**config.mk**
```make
export PLATFORM = sky130hd
export DESIGN_NAME = replica_vote_collector
export DESIGN_NICKNAME = d
export VERILOG_FILES = /design/src/design/rvc_pkg.sv /design/src/design/replica_vote_collector.sv
export SDC_FILE = /design/constraint.sdc
export NUM_CORES = 2
export LEC_CHECK = 0
export ABC_AREA = 1
export ABC_CLOCK_PERIOD_IN_PS = 21300
export BUFFER_PORTS_ARGS = -buffer_cell sky130_fd_sc_hd__buf_2
export CORE_MARGIN = 2
export CORE_UTILIZATION = 35
export CTS_CLUSTER_DIAMETER = 80
export CTS_CLUSTER_SIZE = 24
export DETAILED_ROUTE_END_ITERATION = 10
export HOLD_SLACK_MARGIN = 0.02
export PLACE_DENSITY = 0.64
export SYNTH_ARGS = -nofsm -noshare
export SYNTH_HDL_FRONTEND = slang
export SYNTH_SLANG_ARGS = --single-unit
```
**constraint.sdc**
```tcl
create_clock -name clk -period 21.3 [get_ports clk]
set_input_delay 4.26 -clock clk [delete_from_list [all_inputs] [get_ports clk]]
set_output_delay 4.26 -clock clk [all_outputs]
set_load 0.01 [all_outputs]
```
**src/design/rvc_pkg.sv**
```systemverilog
// Shared types, codes and constants for the replica vote collector.
// Standalone package; used by design/replica_vote_collector.sv.
package rvc_pkg;

  // Replica set and field widths
  localparam int NUM_REPLICAS = 3;
  localparam int REP_W     = 2;
  localparam int WORD_W    = 64;
  localparam int MAX_RES   = 3;
  localparam int CNT_W     = 2;
  localparam int WARM_W    = 4;
  localparam int TMO_W     = 24;
  localparam int OP_W      = 3;
  localparam int KIND_W    = 3;
  localparam int CFG_IDX_W = 1;

  // Stream payload widths, rounded up to whole bytes
  localparam int S_FIELDS_W = REP_W + 3 * WORD_W;
  localparam int S_TDATA_W  = ((S_FIELDS_W + 7) / 8) * 8;
  localparam int M_FIELDS_W = 2 * REP_W + 3 * WORD_W;
  localparam int M_TDATA_W  = ((M_FIELDS_W + 7) / 8) * 8;

  // Register reset values
  localparam logic [WARM_W-1:0] WARMUP_RESET  = 4'd4;
  localparam logic [TMO_W-1:0]  TIMEOUT_RESET = 24'd10000;

  // Configuration register indexes
  localparam logic [CFG_IDX_W-1:0] CFG_WARMUP  = 1'b0;
  localparam logic [CFG_IDX_W-1:0] CFG_TIMEOUT = 1'b1;

  typedef enum logic [OP_W-1:0] {
    OP_SENSOR   = 3'd0,
    OP_VOTE     = 3'd1,
    OP_TICK     = 3'd2,
    OP_GOAL_REQ = 3'd3,
    OP_NEW_GOAL = 3'd4
  } opcode_t;

  typedef enum logic [KIND_W-1:0] {
    KIND_COMMAND   = 3'd0,
    KIND_RESTART   = 3'd1,
    KIND_GOAL      = 3'd2,
    KIND_DUP_REQ   = 3'd3,
    KIND_CHANGED   = 3'd4,
    KIND_DISAGREE  = 3'd5
  } kind_t;

  typedef struct packed {
    kind_t              kind;
    logic [REP_W-1:0]   target;
    logic [REP_W-1:0]   helper;
    logic [WORD_W-1:0]  out_a;
    logic [WORD_W-1:0]  out_b;
    logic [WORD_W-1:0]  out_c;
    logic               last;
  } res_t;

  // Neighbour that restarts replica i: the previous one, wrapping round
  function automatic logic [REP_W-1:0] prev_rep(input int i);
    logic [REP_W-1:0] p;
    if (i == 0) begin
      p = REP_W'(NUM_REPLICAS - 1);
    end else begin
      p = REP_W'(i - 1);
    end
    return p;
  endfunction

  // Build one result entry, last flag clear
  function automatic res_t mk_res(input kind_t k, input logic [REP_W-1:0] t,
                                  input logic [REP_W-1:0] h,
                                  input logic [WORD_W-1:0] a,
                                  input logic [WORD_W-1:0] b,
                                  input logic [WORD_W-1:0] c);
    res_t r;
    r.kind   = k;
    r.target = t;
    r.helper = h;
    r.out_a  = a;
    r.out_b  = b;
    r.out_c  = c;
    r.last   = 1'b0;
    return r;
  endfunction

endpackage

```
**src/design/replica_vote_collector.sv**
```systemverilog
// Replica vote collector: event-driven unanimity voter with timeout restarts
// and gated goal distribution. Depends on design/rvc_pkg.sv.
// A request accepted on s_axis passes the input register and then the result
// stage before its first result shows on m_axis, when the result stage is free.
// One request per cycle while the result stage is free; a request giving n
// results (at most 3) holds the result stage until all leave by the single result output port.
// Reset (rst, synchronous): vote, timer, warm-up and goal state cleared,
// registers to warm-up 4 and timeout 10000, both stream stages emptied.
module replica_vote_collector (
  input  logic                             clk,
  input  logic                             rst,
  // request stream
  input  logic                             s_axis_tvalid,
  output logic                             s_axis_tready,
  // tdata, low bit up: replica[1:0], word_a[65:2], word_b[129:66], word_c[193:130]
  input  logic [rvc_pkg::S_TDATA_W-1:0]    s_axis_tdata,
  // tuser: opcode[2:0]
  input  logic [rvc_pkg::OP_W-1:0]         s_axis_tuser,
  // result stream
  output logic                             m_axis_tvalid,
  input  logic                             m_axis_tready,
  // tdata, low bit up: target[1:0], helper[3:2], out_a[67:4], out_b[131:68],
  // out_c[195:132]
  output logic [rvc_pkg::M_TDATA_W-1:0]    m_axis_tdata,
  // tuser: kind[2:0]
  output logic [rvc_pkg::KIND_W-1:0]       m_axis_tuser,
  output logic                             m_axis_tlast,
  // configuration writes
  input  logic                             cfg_valid,
  output logic                             cfg_ready,
  input  logic [rvc_pkg::CFG_IDX_W-1:0]    cfg_index,
  input  logic [rvc_pkg::TMO_W-1:0]        cfg_data
);

  localparam int RC = rvc_pkg::NUM_REPLICAS;
  localparam int WW = rvc_pkg::WORD_W;
  localparam int RW = rvc_pkg::REP_W;

  // Configuration registers
  logic [rvc_pkg::WARM_W-1:0] warmup_rounds;
  logic [rvc_pkg::TMO_W-1:0]  vote_timeout_ticks;

  // Input register
  logic                       in_valid;
  rvc_pkg::opcode_t           in_op;
  logic [RW-1:0]              in_rep;
  logic [WW-1:0]              in_word_a;
  logic [WW-1:0]              in_word_b;
  logic [WW-1:0]              in_word_c;

  // Block state
  logic                       voting_open;
  logic [RC-1:0]              has_voted;
  logic [WW-1:0]              vote_speed [RC];
  logic [WW-1:0]              vote_turn  [RC];
  logic [rvc_pkg::WARM_W-1:0] warmup_count;
  logic                       timer_armed;
  logic [rvc_pkg::TMO_W-1:0]  timer_left;
  logic [RC-1:0]              goal_sent;
  logic [WW-1:0]              current_goal [3];

  // Next state
  logic                       voting_open_next;
  logic [RC-1:0]              has_voted_next;
  logic [WW-1:0]              vote_speed_next [RC];
  logic [WW-1:0]              vote_turn_next  [RC];
  logic [rvc_pkg::WARM_W-1:0] warmup_count_next;
  logic                       timer_armed_next;
  logic [rvc_pkg::TMO_W-1:0]  timer_left_next;
  logic [RC-1:0]              goal_sent_next;
  logic                       goal_load;
  logic                       vote_done;

  // Result stage
  rvc_pkg::res_t              res [rvc_pkg::MAX_RES];
  logic [rvc_pkg::CNT_W-1:0]  res_cnt;
  rvc_pkg::res_t              res_next [rvc_pkg::MAX_RES];
  logic [rvc_pkg::CNT_W-1:0]  res_cnt_next;

  logic                       res_free;
  logic                       process;
  logic                       pop;
  logic                       rep_ok;

  // Handshakes
  assign pop           = m_axis_tvalid && m_axis_tready;
  assign res_free      = (res_cnt == '0) ||
                         ((res_cnt == rvc_pkg::CNT_W'(1)) && m_axis_tready);
  assign process       = in_valid && res_free;
  assign s_axis_tready = !in_valid || process;
  assign cfg_ready     = 1'b1;
  assign rep_ok        = (in_rep < RW'(RC));

  // Configuration registers
  always_ff @(posedge clk) begin
    if (rst) begin
      warmup_rounds      <= rvc_pkg::WARMUP_RESET;
      vote_timeout_ticks <= rvc_pkg::TIMEOUT_RESET;
    end else if (cfg_valid && cfg_ready) begin
      unique case (cfg_index)
        rvc_pkg::CFG_WARMUP:  warmup_rounds      <= cfg_data[rvc_pkg::WARM_W-1:0];
        rvc_pkg::CFG_TIMEOUT: vote_timeout_ticks <= cfg_data;
        default: ;
      endcase
    end
  end

  // Input register: take a request whenever the stage empties
  always_ff @(posedge clk) begin
    if (rst) begin
      in_valid <= 1'b0;
    end else if (s_axis_tready) begin
      in_valid <= s_axis_tvalid;
    end
  end

  always_ff @(posedge clk) begin
    if (s_axis_tvalid && s_axis_tready) begin
      in_op     <= rvc_pkg::opcode_t'(s_axis_tuser);
      in_rep    <= s_axis_tdata[RW-1:0];
      in_word_a <= s_axis_tdata[RW +: WW];
      in_word_b <= s_axis_tdata[RW + WW +: WW];
      in_word_c <= s_axis_tdata[RW + 2*WW +: WW];
    end
  end

  // Event decode: next state and the results of the held request
  always_comb begin
    logic all_in;
    logic agree;
    logic [rvc_pkg::CNT_W-1:0] n;

    voting_open_next  = voting_open;
    has_voted_next    = has_voted;
    vote_speed_next   = vote_speed;
    vote_turn_next    = vote_turn;
    warmup_count_next = warmup_count;
    timer_armed_next  = timer_armed;
    timer_left_next   = timer_left;
    goal_sent_next    = goal_sent;
    goal_load         = 1'b0;
    vote_done         = 1'b0;
    all_in            = 1'b0;
    agree             = 1'b1;
    n                 = '0;
    for (int r = 0; r < rvc_pkg::MAX_RES; r++) begin
      res_next[r] = rvc_pkg::mk_res(rvc_pkg::KIND_COMMAND, '0, '0, '0, '0, '0);
    end

    case (in_op)
      rvc_pkg::OP_SENSOR: begin
        // count warm-up rounds, then open the vote and load the timeout
        if (warmup_count < warmup_rounds) begin
          warmup_count_next = warmup_count + rvc_pkg::WARM_W'(1);
        end else begin
          voting_open_next = 1'b1;
          timer_armed_next = 1'b1;
          timer_left_next  = vote_timeout_ticks;
        end
      end
      rvc_pkg::OP_VOTE: begin
        if (rep_ok) begin
          // keep the first vote; flag a repeat with different words
          if (has_voted[in_rep]) begin
            if (vote_speed[in_rep] != in_word_a || vote_turn[in_rep] != in_word_b) begin
              res_next[n] = rvc_pkg::mk_res(rvc_pkg::KIND_CHANGED, in_rep, '0,
                                            '0, '0, '0);
              n = n + rvc_pkg::CNT_W'(1);
            end
          end else begin
            has_voted_next[in_rep]  = 1'b1;
            vote_speed_next[in_rep] = in_word_a;
            vote_turn_next[in_rep]  = in_word_b;
          end
          // tally
          all_in = &has_voted_next;
          for (int i = 1; i < RC; i++) begin
            if (vote_speed_next[i] != vote_speed_next[0] ||
                vote_turn_next[i] != vote_turn_next[0]) begin
              agree = 1'b0;
            end
          end
          if (all_in && agree) begin
            res_next[n] = rvc_pkg::mk_res(rvc_pkg::KIND_COMMAND, '0, '0,
                                          vote_speed_next[0], vote_turn_next[0], '0);
            n = n + rvc_pkg::CNT_W'(1);
            vote_done        = 1'b1;
            voting_open_next = 1'b0;
            has_voted_next   = '0;
            timer_armed_next = 1'b0;
          end else if (all_in) begin
            res_next[n] = rvc_pkg::mk_res(rvc_pkg::KIND_DISAGREE, in_rep, '0,
                                          '0, '0, '0);
            n = n + rvc_pkg::CNT_W'(1);
          end
        end
      end
      rvc_pkg::OP_TICK: begin
        if (timer_armed) begin
          if (timer_left[rvc_pkg::TMO_W-1:1] == '0) begin
            // expiry: restart each silent replica, in replica order
            timer_left_next  = '0;
            timer_armed_next = 1'b0;
            if (voting_open) begin
              for (int i = 0; i < RC; i++) begin
                if (!has_voted[i] && n != rvc_pkg::CNT_W'(rvc_pkg::MAX_RES)) begin
                  res_next[n] = rvc_pkg::mk_res(rvc_pkg::KIND_RESTART, RW'(i),
                                                rvc_pkg::prev_rep(i), '0, '0, '0);
                  n = n + rvc_pkg::CNT_W'(1);
                end
              end
            end
          end else begin
            timer_left_next = timer_left - rvc_pkg::TMO_W'(1);
          end
        end
      end
      rvc_pkg::OP_GOAL_REQ: begin
        if (rep_ok) begin
          if (goal_sent[in_rep]) begin
            res_next[n] = rvc_pkg::mk_res(rvc_pkg::KIND_DUP_REQ, in_rep, '0,
                                          '0, '0, '0);
          end else begin
            goal_sent_next[in_rep] = 1'b1;
            res_next[n] = rvc_pkg::mk_res(rvc_pkg::KIND_GOAL, in_rep, '0,
                                          current_goal[0], current_goal[1],
                                          current_goal[2]);
          end
          n = n + rvc_pkg::CNT_W'(1);
        end
      end
      rvc_pkg::OP_NEW_GOAL: begin
        // take a new goal only when all or none have been served
        goal_load = (&goal_sent) || !(|goal_sent);
      end
      default: ;
    endcase

    // mark the final result of this request
    if (n != '0) begin
      res_next[n - rvc_pkg::CNT_W'(1)].last = 1'b1;
    end
    res_cnt_next = n;
  end

  // State registers
  always_ff @(posedge clk) begin
    if (rst) begin
      voting_open  <= 1'b0;
      has_voted    <= '0;
      warmup_count <= '0;
      timer_armed  <= 1'b0;
      timer_left   <= '0;
      goal_sent    <= '0;
      for (int g = 0; g < 3; g++) begin
        current_goal[g] <= '0;
      end
    end else if (process) begin
      voting_open  <= voting_open_next;
      has_voted    <= has_voted_next;
      warmup_count <= warmup_count_next;
      timer_armed  <= timer_armed_next;
      timer_left   <= timer_left_next;
      goal_sent    <= goal_sent_next;
      if (goal_load) begin
        current_goal[0] <= in_word_a;
        current_goal[1] <= in_word_b;
        current_goal[2] <= in_word_c;
      end
    end
  end

  // Recorded vote words are only read behind has_voted
  always_ff @(posedge clk) begin
    if (process) begin
      vote_speed <= vote_speed_next;
      vote_turn  <= vote_turn_next;
    end
  end

  // Result stage: load a batch, or advance one entry per result taken
  always_ff @(posedge clk) begin
    if (rst) begin
      res_cnt <= '0;
    end else if (process) begin
      res_cnt <= res_cnt_next;
    end else if (pop) begin
      res_cnt <= res_cnt - rvc_pkg::CNT_W'(1);
    end
  end

  always_ff @(posedge clk) begin
    if (process) begin
      res <= res_next;
    end else if (pop) begin
      for (int r = 0; r < rvc_pkg::MAX_RES - 1; r++) begin
        res[r] <= res[r+1];
      end
    end
  end

  // Output
  assign m_axis_tvalid = (res_cnt != '0);
  assign m_axis_tuser  = res[0].kind;
  assign m_axis_tlast  = res[0].last;
  assign m_axis_tdata  = {(rvc_pkg::M_TDATA_W - rvc_pkg::M_FIELDS_W)'(0),
                          res[0].out_c, res[0].out_b, res[0].out_a,
                          res[0].helper, res[0].target};

`ifndef ASSERT_OFF
  // The result shown carries the end mark exactly when it is the final one
  a_last_on_final: assert property (@(posedge clk) disable iff (rst)
    m_axis_tvalid |-> (m_axis_tlast == (res_cnt == rvc_pkg::CNT_W'(1))))
    else $error("tlast does not match remaining result count");

  // A unanimous tally closes the vote and clears every recorded vote
  a_vote_clears: assert property (@(posedge clk) disable iff (rst)
    (process && vote_done) |=> (has_voted == '0 && !voting_open && !timer_armed))
    else $error("vote state not cleared after command");

  // A held request is never overwritten before it is processed
  a_hold_input: assert property (@(posedge clk) disable iff (rst)
    (in_valid && !process) |=> (in_valid && $stable(in_op) && $stable(in_rep)))
    else $error("input register changed while held");

  // Served flags only ever set
  a_goal_sticky: assert property (@(posedge clk) disable iff (rst)
    !$past(rst) |-> ((goal_sent & $past(goal_sent)) == $past(goal_sent)))
    else $error("goal served flag cleared");
`endif

endmodule
```
==> parameters.txt <==
Parameter                              Value

Outcome
  Run status    finished clean

Clocking
  H-Tree Depth    3
  Root buffer selected by CTS    sky130_fd_sc_hd__clkbuf_16
  Cts bufs inserted    97
  Buffers from clock root to sink, at most    3
  Number of buffers added for setup after CTS    0
  # hold bufs at CTS    0
  CTS tree    yes
  Clock transition at the registers of the reported paths    0.08 ns
  Number of cells upsized or downsized after cts    0
  Clock insertion delay at the later pin of the skew report    0.79 ns
  Clock sink count    1176

Power and ir drop
  Power, Total    7250 µW
  PD cells    98.4 nW/µm²
  Internal Dissipation    4530 µW
  Switching Share    37.5%
  Cell leakage power    0.0341 µW
  Worst supply voltage drop on vdd    0.105 mV
  Clock share of power    28.5%
  Switching power total    2720 µW
  Sequential share of power    45.3%
  Power share of the combinational group    26.3%

Yosys
  Parity-gate share of the synthesized area counting xor and xnor cells    0.209%
  Cell area after technology mapping    67200 µm²
  Post-Synth Adder-Cell Area    0.261%
  Post-synthesis mux area share    0%
  Synthesized-area fraction occupied by ao, oa, aoi and oai cells    3.72%
  Flops & latches, synth    1176
  Distinct cell type count after synthesis    43
  Main combinational cell family by area after synthesis    simple AND/OR/NAND/NOR gates
  Count of mapped cells out of synthesis    8896
  Mean instance size in the synthesized netlist    7.55 µm²
  Share of synthesized cell area in and, or, nand and nor gates    35.5%
  Syn. warnings    0
  Seq/Total Area, Yosys    51.5%

Finish
  Total non-filler cell area in the finished layout    73700 µm²
  Ratio of cells with drive above 1 in the final layout    8.20%
  Area added between synthesis and finish    9.61%
  Commonest cells after routing, fill and taps aside    sky130_fd_sc_hd__nand2_1, sky130_fd_sc_hd__edfxtp_1, sky130_fd_sc_hd__nor2_1
  Most common library cell in the layout ignoring fill and taps    sky130_fd_sc_hd__nand2_1
  Post-layout nets    9137

Placed design
  Number of buffer cells added on primary ports    428
  Gpl congestion    0.966
  Placed wire-length estimate after detailed placement    164000 µm
  Cell area after placement    70000 µm²

Drt
  First DRT Iteration DRCs    7412
  Via count    60716
  Average via count per standard cell    5.28
  Routed len/inst    21.3 µm
  Antenna-violating nets left    0
  Initial DRT Pass Iterations    7
  Overall routed net length    245000 µm
  DRC Markers    0

Die
  Floorplan die width    442 µm
  DIE AREA    196000 µm²
  Floorplan row count    160
  Floorplan Core Area    190000 µm²
  Number of I/O pins    440
  Height of the die    442 µm
  Initial cell density of the core    35.3%

Timing
  Slew Limit Headroom    21.9%
  Setup clock skew after layout    0.0460 ns
  Fin. Hold Viols    0
  Slew @ Worst Pin    1.17 ns
  Maximum operating frequency    110 MHz
  Unrepaired setup endpoints after global routing    no
  Final number of setup-violating endpoints    0
  Post-route fraction of the period consumed by the critical path    42.8%
  Setup TNS    0 ns
  Final worst path period need    9.11 ns
  Number of pins exceeding their max-slew limit in the final report    0

Critical path
  R2R Path End    m_axis_tdata[127]
  Crit path capture type    output port
  Worst endpoint required time    17.04 ns
  Worst stage delay on the critical path    0.18 ns
  Worst r2r src    in_rep[1]
  Cell type with the highest occurrence count on the critical path    sky130_fd_sc_hd__buf_2
  Minimum setup slack among reg-to-reg paths    12.54 ns
  Worst-path fanout max    3
  Cell with the biggest individual delay on the critical path    sky130_fd_sc_hd__a21oi_1
  Type of the setup path with the least slack    input pin to output port
  R2R cell count    24
  Cell-by-cell listing of the critical path    buf_2, a21oi_1, nand2_1, buf_2
  Type of element launching the critical path    input pin
  Worst Path Arrival    4.85 ns

Global route
  Maximum number of pins on one net before global-route repair    160
  First-pass GRT wire length    357000 µm
  Total global routing overflow    0
  Number of antenna violations at the first check in global routing    16
  Via count of the first global-routing pass    55178
  Global-route total usage across every layer    24.1%

Hold path
  Worst Hold Launch    warmup_rounds[0]
  Endpoint with the worst hold slack    warmup_rounds[0]
  Class of the tightest hold or removal check    register to register
  Min-Delay Path Depth    2

Run
  Maximum Capacitance Violations    0
area by class of cell:
class / instances / area, µm²
antenna: 11 / 27.5
clock buffer: 104 / 2480
clock inverter: 76 / 1140
fill: 19297 / 117000
inverter: 702 / 2670
multi-input combinational: 6410 / 26800
sequential: 1176 / 34600
tap: 2511 / 3140
timing repair buffer: 503 / 2810
cell usage after synthesis, drive strengths merged:
| library cell | n | area share, % |
|---|---|---|
| nand2 | 4201 | 23 |
| edfxtp | 1109 | 50 |
| nor2 | 771 | 4.3 |
| inv | 700 | 3.9 |
| nand3 | 506 | 3.8 |
| o21ai | 386 | 2.9 |
| buf | 372 | 3.5 |
| nand4 | 268 | 2.5 |
| clkbuf | 239 | 1.3 |
| nor3 | 138 | 1.3 |
| dfxtp | 67 | 2.0 |
| a21oi | 53 | 0.39 |
| ha | 14 | 0.26 |
| xor2 | 14 | 0.18 |
| o22ai | 10 | 0.093 |
| o211ai | 8 | 0.089 |
| a221oi | 7 | 0.091 |
| a211oi | 5 | 0.056 |
| nor4 | 4 | 0.037 |
| and3 | 3 | 0.028 |
| o21a | 3 | 0.034 |
| a22oi | 2 | 0.022 |
| clkinv | 2 | 0.011 |
| conb | 2 | 0.011 |
| nand3b | 2 | 0.022 |
| o21bai | 2 | 0.022 |
| xnor2 | 2 | 0.026 |
| a32o | 1 | 0.015 |
| and2 | 1 | 0.0093 |
| nor3b | 1 | 0.011 |
| o31ai | 1 | 0.011 |
| o32ai | 1 | 0.013 |
| or2 | 1 | 0.0093 |
routing by layer:
metal	GRT usage, %	part of all wire, %
met5	0	0.034
met3	4.85	10
met2	37.7	44
met4	15.8	7.4
met1	30.3	38
power groups by stage:
stage	clock, µW	sequential, µW	combinational (µW)
2_1_floorplan	0	3380	1310
3_3_place_gp	0	3330	1870
3_5_place_dp	0	3340	1890
4_1_cts	2100	3290	1900
5_1_grt	2180	3320	2070
6_report	2070	3280	1900
state kept, by name (all words and copies together) (netlist names), 3 cells and up:
name                flops
vote_speed            192
vote_turn             192
in_op                   3
m_axis_tuser            3
warmup_count            4
has_voted               3
warmup_rounds           4
m_axis_tdata          196
in_word_c              64
in_word_b              64
vote_timeout_ticks     24
current_goal          192
in_word_a              64
goal_sent               3
timer_left             24
res                   136
how the worst max path moves through the flow:
stage | from | depth (start not counted) | endpoint
2_1_floorplan | m_axis_tready | 8 | has_voted[0]
3_3_place_gp | m_axis_tready | 4 | s_axis_tready
3_5_place_dp | m_axis_tready | 4 | s_axis_tready
4_1_cts | m_axis_tready | 4 | s_axis_tready
5_1_grt | m_axis_tready | 4 | s_axis_tready
6_report | m_axis_tready | 4 | s_axis_tready
stage by stage:
step / cells / utilization (%) / hold slack, ns / setup WS (ns)
after floorplan: 8899 / - / 0.425 / 5.17
after global placement: 11302 / 36.8 / 0.443 / 12.20
after detailed placement: 11302 / 36.8 / 0.449 / 12.20
after CTS: 11482 / 38.7 / 0.461 / 12.19
after global routing: 11483 / 38.7 / 0.492 / 12.12
final: 11493 / 38.7 / 0.458 / 12.19
worst max-delay path: cells and delay by family:
kind | cells | cell delay [ns]
compound gates | 1 | 0.18
buf+inv | 2 | 0.27
simple gates | 1 | 0.13
logic make-up (layout without fill, tap and decap cells):
family / Yosys count / in the layout
other: 2 / 16
XOR/XNOR: 16 / 16
AND/OR/NAND/NOR: 5896 / 5896
AO/OA/AOI/OAI: 479 / 479
adder cells (fa/ha/maj): 14 / 14
flip-flops: 1176 / 1176
buffers and inverters: 1313 / 1385
(Power assumes the default switching activity.)
